--- src/sv/wsfd_pkg.sv ---
`timescale 1ns / 1ps
// ----------------------------------------------------------------------------
// WebSocket frame decoder package
// Shared types and constants for the frame parser and its output stage.
// ----------------------------------------------------------------------------
package wsfd_pkg;

    // Parse phase of the current frame.
    typedef enum logic [3:0] {
        PH_HDR0    = 4'd0,
        PH_HDR1    = 4'd1,
        PH_EXT0    = 4'd2,
        PH_EXT1    = 4'd3,
        PH_MASK0   = 4'd4,
        PH_MASK1   = 4'd5,
        PH_MASK2   = 4'd6,
        PH_MASK3   = 4'd7,
        PH_PAYLOAD = 4'd8,
        PH_SKIP    = 4'd9
    } phase_t;

    // Frame status codes reported with the final byte.
    typedef enum logic [2:0] {
        ST_OK      = 3'd0,
        ST_LEN     = 3'd1,
        ST_LEN64   = 3'd2,
        ST_NOFIN   = 3'd3,
        ST_NOTTEXT = 3'd4
    } status_t;

    localparam logic [6:0]  LEN7_MASK   = 7'h7F;
    localparam logic [6:0]  LEN_EXT16   = 7'd126;
    localparam logic [6:0]  LEN_EXT64   = 7'd127;
    localparam logic [3:0]  OPCODE_MASK = 4'hF;
    localparam logic [3:0]  OPCODE_TEXT = 4'h1;
    localparam logic [16:0] COUNT_MAX   = 17'h1FFFF;

    // One result item as it leaves the parser.
    typedef struct packed {
        logic       data_valid;
        logic [7:0] payload_byte;
        logic       frame_end;
        status_t    status;
    } result_t;

endpackage

--- src/sv/wsfd_parser.sv ---
`timescale 1ns / 1ps
// ----------------------------------------------------------------------------
// WebSocket frame parser
// Holds the header state of the frame in flight, updates it once per
// accepted byte and forms the unmasked payload byte and final status.
// ----------------------------------------------------------------------------
module wsfd_parser
(
    input  logic                clk,
    input  logic                rst_n,
    input  logic                accept,
    input  logic [7:0]          rx_byte,
    input  logic                rx_last,
    output logic                result_present,
    output wsfd_pkg::result_t   result
);

    wsfd_pkg::phase_t phase_reg, phase_next, phase_upd;
    logic [7:0]       fin_and_opcode_reg, fin_and_opcode_next, fin_and_opcode_upd;
    logic             is_masked_reg, is_masked_next, is_masked_upd;
    logic [15:0]      declared_length_reg, declared_length_next, declared_length_upd;
    logic [16:0]      payload_count_reg, payload_count_next, payload_count_upd;
    logic [31:0]      mask_key_reg, mask_key_next, mask_key_upd;
    logic [1:0]       mask_index_reg, mask_index_next, mask_index_upd;
    logic             len64_reg, len64_next, len64_upd;
    logic             in_payload;
    logic [6:0]       len7;
    logic [7:0]       key_byte;
    logic             byte_out;

    assign len7       = rx_byte[6:0] & wsfd_pkg::LEN7_MASK;
    assign in_payload = (phase_reg == wsfd_pkg::PH_PAYLOAD) &&
                        (payload_count_reg < {1'b0, declared_length_reg});

    // Key byte for the current payload position, first key byte is the MSB.
    always_comb
    begin
        case (mask_index_reg)
            2'd0:    key_byte = mask_key_reg[31:24];
            2'd1:    key_byte = mask_key_reg[23:16];
            2'd2:    key_byte = mask_key_reg[15:8];
            default: key_byte = mask_key_reg[7:0];
        endcase
    end

    // Header parse step: the state after this byte, before end-of-frame reset.
    always_comb
    begin
        phase_upd           = phase_reg;
        fin_and_opcode_upd  = fin_and_opcode_reg;
        is_masked_upd       = is_masked_reg;
        declared_length_upd = declared_length_reg;
        payload_count_upd   = payload_count_reg;
        mask_key_upd        = mask_key_reg;
        mask_index_upd      = mask_index_reg;
        len64_upd           = len64_reg;
        case (phase_reg)
            wsfd_pkg::PH_HDR0:
            begin
                fin_and_opcode_upd = rx_byte;
                phase_upd          = wsfd_pkg::PH_HDR1;
            end
            wsfd_pkg::PH_HDR1:
            begin
                is_masked_upd = rx_byte[7];
                if (len7 == wsfd_pkg::LEN_EXT16)
                begin
                    phase_upd = wsfd_pkg::PH_EXT0;
                end
                else if (len7 == wsfd_pkg::LEN_EXT64)
                begin
                    len64_upd = 1'b1;
                    phase_upd = wsfd_pkg::PH_SKIP;
                end
                else
                begin
                    declared_length_upd = {9'd0, len7};
                    phase_upd = rx_byte[7] ? wsfd_pkg::PH_MASK0 : wsfd_pkg::PH_PAYLOAD;
                end
            end
            wsfd_pkg::PH_EXT0:
            begin
                declared_length_upd = {rx_byte, 8'd0};
                phase_upd           = wsfd_pkg::PH_EXT1;
            end
            wsfd_pkg::PH_EXT1:
            begin
                declared_length_upd = {declared_length_reg[15:8], rx_byte};
                phase_upd = is_masked_reg ? wsfd_pkg::PH_MASK0 : wsfd_pkg::PH_PAYLOAD;
            end
            wsfd_pkg::PH_MASK0:
            begin
                mask_key_upd = {mask_key_reg[23:0], rx_byte};
                phase_upd    = wsfd_pkg::PH_MASK1;
            end
            wsfd_pkg::PH_MASK1:
            begin
                mask_key_upd = {mask_key_reg[23:0], rx_byte};
                phase_upd    = wsfd_pkg::PH_MASK2;
            end
            wsfd_pkg::PH_MASK2:
            begin
                mask_key_upd = {mask_key_reg[23:0], rx_byte};
                phase_upd    = wsfd_pkg::PH_MASK3;
            end
            wsfd_pkg::PH_MASK3:
            begin
                mask_key_upd = {mask_key_reg[23:0], rx_byte};
                phase_upd    = wsfd_pkg::PH_PAYLOAD;
            end
            wsfd_pkg::PH_PAYLOAD:
            begin
                if (in_payload)
                begin
                    mask_index_upd = mask_index_reg + 2'd1;
                end
                if (payload_count_reg != wsfd_pkg::COUNT_MAX)
                begin
                    payload_count_upd = payload_count_reg + 17'd1;
                end
            end
            default:
            begin
                phase_upd = phase_reg;
            end
        endcase
    end

    // Next state: the final byte returns every field to its reset value.
    always_comb
    begin
        if (accept && rx_last)
        begin
            phase_next           = wsfd_pkg::PH_HDR0;
            fin_and_opcode_next  = '0;
            is_masked_next       = 1'b0;
            declared_length_next = '0;
            payload_count_next   = '0;
            mask_key_next        = '0;
            mask_index_next      = '0;
            len64_next           = 1'b0;
        end
        else if (accept)
        begin
            phase_next           = phase_upd;
            fin_and_opcode_next  = fin_and_opcode_upd;
            is_masked_next       = is_masked_upd;
            declared_length_next = declared_length_upd;
            payload_count_next   = payload_count_upd;
            mask_key_next        = mask_key_upd;
            mask_index_next      = mask_index_upd;
            len64_next           = len64_upd;
        end
        else
        begin
            phase_next           = phase_reg;
            fin_and_opcode_next  = fin_and_opcode_reg;
            is_masked_next       = is_masked_reg;
            declared_length_next = declared_length_reg;
            payload_count_next   = payload_count_reg;
            mask_key_next        = mask_key_reg;
            mask_index_next      = mask_index_reg;
            len64_next           = len64_reg;
        end
    end

    // Outputs: payload byte judged on the current frame state, status on the updated one.
    always_comb
    begin
        byte_out              = in_payload;
        result.data_valid     = byte_out;
        result.payload_byte   = byte_out ?
                                (rx_byte ^ (is_masked_reg ? key_byte : 8'd0)) : 8'd0;
        result.frame_end      = rx_last;
        result.status         = wsfd_pkg::ST_OK;
        if (rx_last)
        begin
            if (len64_upd)
            begin
                result.status = wsfd_pkg::ST_LEN64;
            end
            else if ((phase_upd != wsfd_pkg::PH_PAYLOAD) ||
                     (payload_count_upd != {1'b0, declared_length_upd}))
            begin
                result.status = wsfd_pkg::ST_LEN;
            end
            else if (!fin_and_opcode_upd[7])
            begin
                result.status = wsfd_pkg::ST_NOFIN;
            end
            else if ((fin_and_opcode_upd[3:0] & wsfd_pkg::OPCODE_MASK) !=
                     wsfd_pkg::OPCODE_TEXT)
            begin
                result.status = wsfd_pkg::ST_NOTTEXT;
            end
        end
        result_present = accept && (byte_out || rx_last);
    end

    // Frame state registers.
    always_ff @(posedge clk or negedge rst_n)
    begin
        if (!rst_n)
        begin
            phase_reg           <= wsfd_pkg::PH_HDR0;
            fin_and_opcode_reg  <= '0;
            is_masked_reg       <= 1'b0;
            declared_length_reg <= '0;
            payload_count_reg   <= '0;
            mask_key_reg        <= '0;
            mask_index_reg      <= '0;
            len64_reg           <= 1'b0;
        end
        else
        begin
            phase_reg           <= phase_next;
            fin_and_opcode_reg  <= fin_and_opcode_next;
            is_masked_reg       <= is_masked_next;
            declared_length_reg <= declared_length_next;
            payload_count_reg   <= payload_count_next;
            mask_key_reg        <= mask_key_next;
            mask_index_reg      <= mask_index_next;
            len64_reg           <= len64_next;
        end
    end

endmodule

--- src/sv/wsfd_out_stage.sv ---
`timescale 1ns / 1ps
// ----------------------------------------------------------------------------
// WebSocket frame decoder output stage
// Result register with valid/ready; it takes a new result in the same
// cycle in which the held one is taken.
// ----------------------------------------------------------------------------
module wsfd_out_stage
(
    input  logic                clk,
    input  logic                rst_n,
    input  logic                load,
    input  wsfd_pkg::result_t   result,
    output logic                can_load,
    output logic                out_valid,
    input  logic                out_ready,
    output logic                data_valid,
    output logic [7:0]          payload_byte,
    output logic                frame_end,
    output logic [2:0]          status
);

    logic              valid_reg, valid_next;
    wsfd_pkg::result_t data_reg;

    // The register is free when empty or when its request is taken now.
    assign can_load = !valid_reg || out_ready;

    always_comb
    begin
        if (load)
        begin
            valid_next = 1'b1;
        end
        else if (out_ready)
        begin
            valid_next = 1'b0;
        end
        else
        begin
            valid_next = valid_reg;
        end
    end

    always_ff @(posedge clk or negedge rst_n)
    begin
        if (!rst_n)
        begin
            valid_reg <= 1'b0;
        end
        else
        begin
            valid_reg <= valid_next;
        end
    end

    // Result payload, no reset needed.
    always_ff @(posedge clk)
    begin
        if (load)
        begin
            data_reg <= result;
        end
    end

    assign out_valid    = valid_reg;
    assign data_valid   = data_reg.data_valid;
    assign payload_byte = data_reg.payload_byte;
    assign frame_end    = data_reg.frame_end;
    assign status       = data_reg.status;

endmodule

--- src/sv/websocket_frame_decoder_core.sv ---
`timescale 1ns / 1ps
// ----------------------------------------------------------------------------
// WebSocket frame decoder core
// Parses one RFC 6455 frame per byte stream and gives unmasked payload bytes
// and a final status.
// ----------------------------------------------------------------------------
// The block takes one frame byte per cycle on the input channel and gives a
// result in the cycle after the byte is accepted: a request for each payload
// byte inside the declared length (unmasked with the 4-byte key when the
// mask bit is set) and one for the byte marked rx_last, which carries
// frame_end and status (0 ok, 1 length mismatch or truncated header,
// 2 64-bit length form, 3 FIN clear, 4 opcode not text). Header bytes and
// surplus bytes give no request. A byte can be accepted in every cycle; the
// single result register sets the latency, and the input stalls only while
// that register holds a request that is not being taken. State returns to
// its reset value after every final byte.
// ----------------------------------------------------------------------------
module websocket_frame_decoder_core
(
    input  logic        clk,
    input  logic        rst_n,
    input  logic        in_valid,
    output logic        in_ready,
    input  logic [7:0]  rx_byte,
    input  logic        rx_last,
    output logic        out_valid,
    input  logic        out_ready,
    output logic        data_valid,
    output logic [7:0]  payload_byte,
    output logic        frame_end,
    output logic [2:0]  status
);

    logic              accept;
    logic              result_present;
    logic              can_load;
    wsfd_pkg::result_t result;

    assign in_ready = can_load;
    assign accept   = in_valid && can_load;

    // Header parser and unmask datapath.
    wsfd_parser u_parser
    (
        .clk            (clk),
        .rst_n          (rst_n),
        .accept         (accept),
        .rx_byte        (rx_byte),
        .rx_last        (rx_last),
        .result_present (result_present),
        .result         (result)
    );

    // Registered result channel.
    wsfd_out_stage u_out_stage
    (
        .clk          (clk),
        .rst_n        (rst_n),
        .load         (result_present),
        .result       (result),
        .can_load     (can_load),
        .out_valid    (out_valid),
        .out_ready    (out_ready),
        .data_valid   (data_valid),
        .payload_byte (payload_byte),
        .frame_end    (frame_end),
        .status       (status)
    );

endmodule
--- config.mk ---
export PLATFORM = sky130hd
export DESIGN_NAME = websocket_frame_decoder_core
export DESIGN_NICKNAME = d
export VERILOG_FILES = /design/src/sv/wsfd_pkg.sv /design/src/sv/wsfd_parser.sv /design/src/sv/wsfd_out_stage.sv /design/src/sv/websocket_frame_decoder_core.sv
export SDC_FILE = /design/constraint.sdc
export NUM_CORES = 1
export LEC_CHECK = 0
export BUFFER_PORTS_ARGS = -buffer_cell sky130_fd_sc_hd__buf_2
export CORE_MARGIN = 3
export CORE_UTILIZATION = 69
export CTS_BUF_LIST = sky130_fd_sc_hd__clkbuf_8
export CTS_CLUSTER_DIAMETER = 40
export DETAILED_ROUTE_END_ITERATION = 12
export PLACE_DENSITY = 0.9
export SKIP_LAST_GASP = 1
export SYNTH_ARGS = -nofsm -noshare
export SYNTH_HDL_FRONTEND = slang
export SYNTH_SLANG_ARGS = --single-unit
--- constraint.sdc ---
create_clock -name clk -period 4.85 [get_ports clk]
set_clock_uncertainty 0.1 [all_clocks]
set_input_delay 0.2425 -clock clk [delete_from_list [all_inputs] [get_ports clk]]
set_output_delay 0.2425 -clock clk [all_outputs]
set_load 0.05 [all_outputs]
# After elaboration in Yosys (flattened, before gate mapping)
# Index checks and enable logic that the tools add are counted.
# op_classes
addsub,2
mux,42
n_eq_ne,16
reduce_logical,22
n_bitwise,3
order_cmp,1
# ops
operator,count
32-bit two-way mux,3
17-bit two-way mux,4
16-bit two-way mux,4
16-bit one-hot mux with 3 select lines,1
8-bit two-way mux,4
4-bit one-hot mux with 8 select lines,1
4-bit two-way mux,6
8-bit one-hot mux with 3 select lines,1
17-bit by 1-bit adder with 17-bit output (second input constant),1
17-bit by 16-bit less-than comparator with 1-bit output,1
17-bit by 16-bit != test with 1-bit output,1
17-bit != test (second input constant),1
4-bit by 3-bit equality test with 1-bit output (second input constant),4
7-bit equality test (second input constant),2
2-bit two-way mux,7
2-bit nonzero test,6
1-bit two-way mux,10
4-bit by 2-bit equality test with 1-bit output (second input constant),2
4-bit OR reduction,2
8-bit XOR,1
4-bit by 1-bit equality test with 1-bit output (second input constant),1
4-bit equality test (second input constant),1
1-bit logical AND,4
4-bit logical NOT,1
13 further kinds,17
# totals
reg_bits,92
elab_cells,101
input_bits,13
output_inout_bits,15

# Depth between registers and ports, before layout
# depth
depth_word,8
ltp_mapped,10
mapped_depth_nobuf,10

# Hierarchy
# A second synthesis with hierarchy kept.
# hier_totals
cells_unflattened,630
area_unflattened_um2,5869.4
# modules_own_cells
module,seq_area_each_um2,n_inst,cells_per_inst,area_per_inst_um2
wsfd_parser,1951.9,1,613,5425.2
wsfd_out_stage,415.4,1,16,437.9
websocket_frame_decoder_core,0.0,1,1,6.3

# Worst setup path after synthesis
# No wires, ideal clock.
# synth_path
path_kind,flip-flop to flip-flop
startpoint,register u_parser.phase_reg[0]
endpoint,"register u_out_stage.data_reg, in the netlist u_out_stage.status[1], data pin"
arrival_ps,2947
synth_period_minus_slack_ps,3212
required_ps,4585
path_stages_with_launch,10
path_slack_ps,1638
n_path_buf,1
path_cell_list,dfrtp_1 buf_6 nor4b_4 nand4_4 or3_1 a211o_1 and2_0 or4b_1 or4_1 o31ai_2
# synth_via
elab_chain_cells,6
# synth_rtl
element,line,source
"start, declared",wsfd_parser.sv:18,"wsfd_pkg::phase_t phase_reg, phase_next, phase_upd;"
"start signal, assigned",wsfd_parser.sv:205,phase_reg <= wsfd_pkg::PH_HDR0;
"start signal, assigned",wsfd_parser.sv:216,phase_reg <= phase_next;
4-bit by 2-bit equality test with 1-bit output (tied with other cells),wsfd_parser.sv:57,case (phase_reg)
16-bit one-hot mux with 3 select lines (tied with other cells),wsfd_parser.sv:57,
17-bit by 16-bit != test with 1-bit output / 4-bit != test (equally long branches),"wsfd_parser.sv:183, wsfd_parser.sv:182",
1-bit logical OR,wsfd_parser.sv:182,else if ((phase_upd != wsfd_pkg::PH_PAYLOAD) ||
2-bit two-way mux,wsfd_parser.sv:182,
2-bit two-way mux (*),wsfd_parser.sv:178,if (len64_upd)
"end signal, assigned",wsfd_out_stage.sv:61,data_reg <= result;
"end, declared",wsfd_out_stage.sv:23,wsfd_pkg::result_t data_reg;
# Every way passes the cells marked *; elsewhere a longest branch is shown, timed or not. The select of a mux whose other input is x is not followed.
# A chain may end at the register's enable or synchronous reset.

# Worst setup path in the final report
# layout_path
startpoint,register u_parser.phase_reg[3]
endpoint,"register u_out_stage.data_reg, in the netlist u_out_stage.status[1], data pin"
# Same word-level chain as after synthesis.

==> impl_metrics.yaml <==
timing:
  fmax_mhz: 271
  relSlewSlack: 0.171
  post-route-period-util: 0.761
  setup_tns_ps: 0
  rsz0062_at_grt: "false"
  drv_slew: 0
  tightest_slew_ps: 1240
  finalCriticalPeriod_ps: 3690
  setup_viol: 0
  finalHoldViolCount: 0
  setup_slack_ps: 1160
clock_tree:
  cts_resized: 0
  cts_buffers: 9
  cts_htree_levels: 3
  insertion_delay_ps: 370
  cts_sinks: 92
  cts_tree: "yes"
  path_clk_slew_ps: 100
  clockRootBuffer: "clkbuf_8"
  clockBufferDepth: 2
min_path:
  hold_end: "u_out_stage.out_valid$_DFFE_PN0P_"
  holdPathStages: 3
  holdCritPathClass: "input pin to flop"
  worstHoldStart: "in_valid"
floorplanning:
  die_x_um: 96.3
  row_count: 32
  start_util: 0.720
  dieArea_mm2: 0.00926
  io-pin-count: 28
  core_mm2: 0.00781
  die_h_um: 96.3
power_and_ir_drop:
  leakage_nw: 2.55
  finalPower_mw: 2.21
  power.density_mw_per_mm2: 372
  vdd_ir_drop_max_v: 0.000227
setup_path:
  crit_arrival_ps: 3810
  slowest_stage: "dfrtp_1"
  cp_data_required_time_ps: 4970
  critical-path-max-stage-delay_ps: 730
  r2r_start: "u_parser.phase_reg[3]$_DFFE_PN0P_"
  worstRegToRegCells: 8
  start_kind: "flop"
  worst-setup-path-type: "flop to flop"
  reg2reg_slack_ps: 1160
  cp_cell_sequence: "nor2b_1, nand2_1, nor3_1, and3_1, xnor2_1, or4b_1, or4_1, o31ai_2"
  worstReg2RegEnd: "u_out_stage.status[1]$_SDFFCE_PN0P_"
  cp-end-kind: "flop"
  cp_max_fo: 18
place:
  pre_cts_ws_ps: 1240
  dp_hpwl_mm: 10.6
  gp_congestion: 1.08
  place_area_mm2: 0.00574
  io_buffers: 27
yosys:
  synth_edf_count: 13
  ys_seq_area_frac: 0.421
  syn_inst: 601
  avgSynthCellArea_um2: 9.35
  synth-async-reset-ratio: 0.859
  synth_area_mm2: 0.00562
  synth_nets: 634
  yosys.cell_types.count: 71
  ys_warn_count: 0
  synthFlopType: "dfrtp_1"
  ys_ff_latch: 92
cells_and_area:
  syn_to_final_growth_pct: 5.77
  fin_nets: 633
  antenna_cells: 0
  stdcell_area_mm2: 0.00594
  drive_gt1_frac: 0.104
  largest_reg_flops: 32
job:
  maxCapViolations: 0
global_route:
  grt_max_degree: 80
  grt_antenna_before_repair: 0
  grt_pass1_wl_mm: 24.6
  grt_pass1_vias: 4797
  grt.total_usage: 0.352
  grt_overflow_total: 0
drt:
  first_pass_iters: 9
  vias: 5052
  viasPerCell: 7.15
  wl_mm: 15.3
  drt_iter0_drc: 793
  wl_per_cell_um: 21.6
  drc: 0
  ant_nets: 0
run_status:
  status: "complete, no violations"
==> power by group <==
group          internal (mW)  switching (mW)
Sequential             0.857          0.0939
Clock                  0.199           0.312
Combinational          0.263           0.487
==> area by class of cell <==
| class | count | area (um2) |
|---|---|---|
| clock buffer | 9 | 124 |
| clock inverter | 7 | 67.6 |
| fill | 546 | 1860 |
| inverter | 28 | 105 |
| multi-input combinational | 437 | 2980 |
| sequential | 92 | 2370 |
| tap | 102 | 128 |
| timing repair buffer | 32 | 178 |
==> layer usage <==
metal	global-route usage	share of wire
met1	0.466	0.39
met4	0.182	0.052
met2	0.551	0.47
met5	0	0
met3	0.0641	0.086
==> cell usage in the layout (no fill, tap or decap), types with 3 or more instances in the layout <==
master,Yosys,final
dfrtp_1,79,79
nand2_1,62,62
o21ai_0,56,56
a22o_1,36,36
inv_1,28,28
a21oi_1,26,26
buf_2,9,26
nor2_1,26,25
ha_1,20,20
xor2_1,14,14
nand3_1,13,13
edfxtp_1,13,13
nand4_1,12,12
nor3_1,13,12
a21o_1,11,11
or3_1,9,9
clkbuf_8,0,9
a211oi_1,8,8
and3_1,8,8
a222oi_1,8,8
xnor2_1,8,8
o31ai_1,7,7
o211ai_1,7,7
a31oi_1,7,7
nand2b_1,6,6
o22ai_1,5,5
buf_4,0,5
and2_1,4,4
o21a_1,4,4
o221ai_1,4,4
nor4_1,4,4
a32o_1,3,3
mux2i_1,3,3
a211o_1,3,3
a2bb2oi_1,3,3
o221a_2,3,3
==> Yosys cell counts (all sizes together) (4+ instances only) <==
cell type / n / area share
nor4: 5 / 0.0082
a22o: 36 / 0.056
a21o: 11 / 0.015
nand3: 13 / 0.012
ha: 20 / 0.045
o21a: 4 / 0.0053
nand4: 14 / 0.019
o221ai: 4 / 0.0062
a211oi: 8 / 0.011
nor4b: 4 / 0.010
nor2: 26 / 0.017
inv: 28 / 0.019
o31ai: 8 / 0.012
buf: 12 / 0.011
xnor2: 8 / 0.012
o21ai: 59 / 0.053
and2: 5 / 0.0056
xor2: 14 / 0.022
nor3: 14 / 0.013
or3: 9 / 0.010
a222oi: 8 / 0.014
o22ai: 5 / 0.0056
a21oi: 26 / 0.023
dfrtp: 79 / 0.35
edfxtp: 13 / 0.069
nand2: 62 / 0.041
nand2b: 6 / 0.0067
a31oi: 7 / 0.0078
and3: 8 / 0.0089
o211ai: 7 / 0.0093
clkbuf: 32 / 0.021
==> logic make-up after synthesis <==
logic type / synth area share
fa+ha+maj: 0.0445
xor+xnor: 0.0423
mux: 0.00735
simple gates: 0.170
compound gates: 0.263
buf+inv: 0.0514
flops: 0.421
==> timing repair <==
item,in CTS,in global routing
endpoints found under the hold margin,79,0
setup endpoints to repair,0,0
hold buffers,1,0
buffers inserted,0,0
==> worst max-delay path: cells and delay by family, from the launching register on <==
| kind | cells | cell delay, ps |
|---|---|---|
| AND/OR/NAND/NOR | 6 | 2330 |
| AO/OA/AOI/OAI | 1 | 180 |
| flip-flops | 1 | 730 |
| XOR/XNOR | 1 | 190 |
==> worst max-delay path by stage <==
stage,end,cells after the start,startpoint
2_1_floorplan,u_out_stage.status[1]$_SDFFCE_PN0P_,9,u_parser.phase_reg[0]$_DFFE_PN0P_
3_3_place_gp,u_out_stage.status[1]$_SDFFCE_PN0P_,7,u_parser.payload_count_reg[3]$_DFFE_PN0P_
3_5_place_dp,u_out_stage.status[1]$_SDFFCE_PN0P_,8,u_parser.phase_reg[3]$_DFFE_PN0P_
4_1_cts,u_out_stage.status[1]$_SDFFCE_PN0P_,8,u_parser.phase_reg[3]$_DFFE_PN0P_
5_1_grt,u_out_stage.status[1]$_SDFFCE_PN0P_,8,u_parser.phase_reg[0]$_DFFE_PN0P_
6_report,u_out_stage.status[1]$_SDFFCE_PN0P_,8,u_parser.phase_reg[3]$_DFFE_PN0P_
==> through the flow <==
| step | instances | hold slack, ps | utilization |
|---|---|---|---|
| final | 707 | 24.2 | 0.761 |
| after global routing | 707 | 38.9 | 0.761 |
| after CTS | 707 | 26.7 | 0.761 |
| after detailed placement | 690 | 370 | 0.736 |
| after global placement | 690 | 356 | 0.736 |
| after floorplan | 601 | -153 | - |
(Power assumes the default switching activity.)
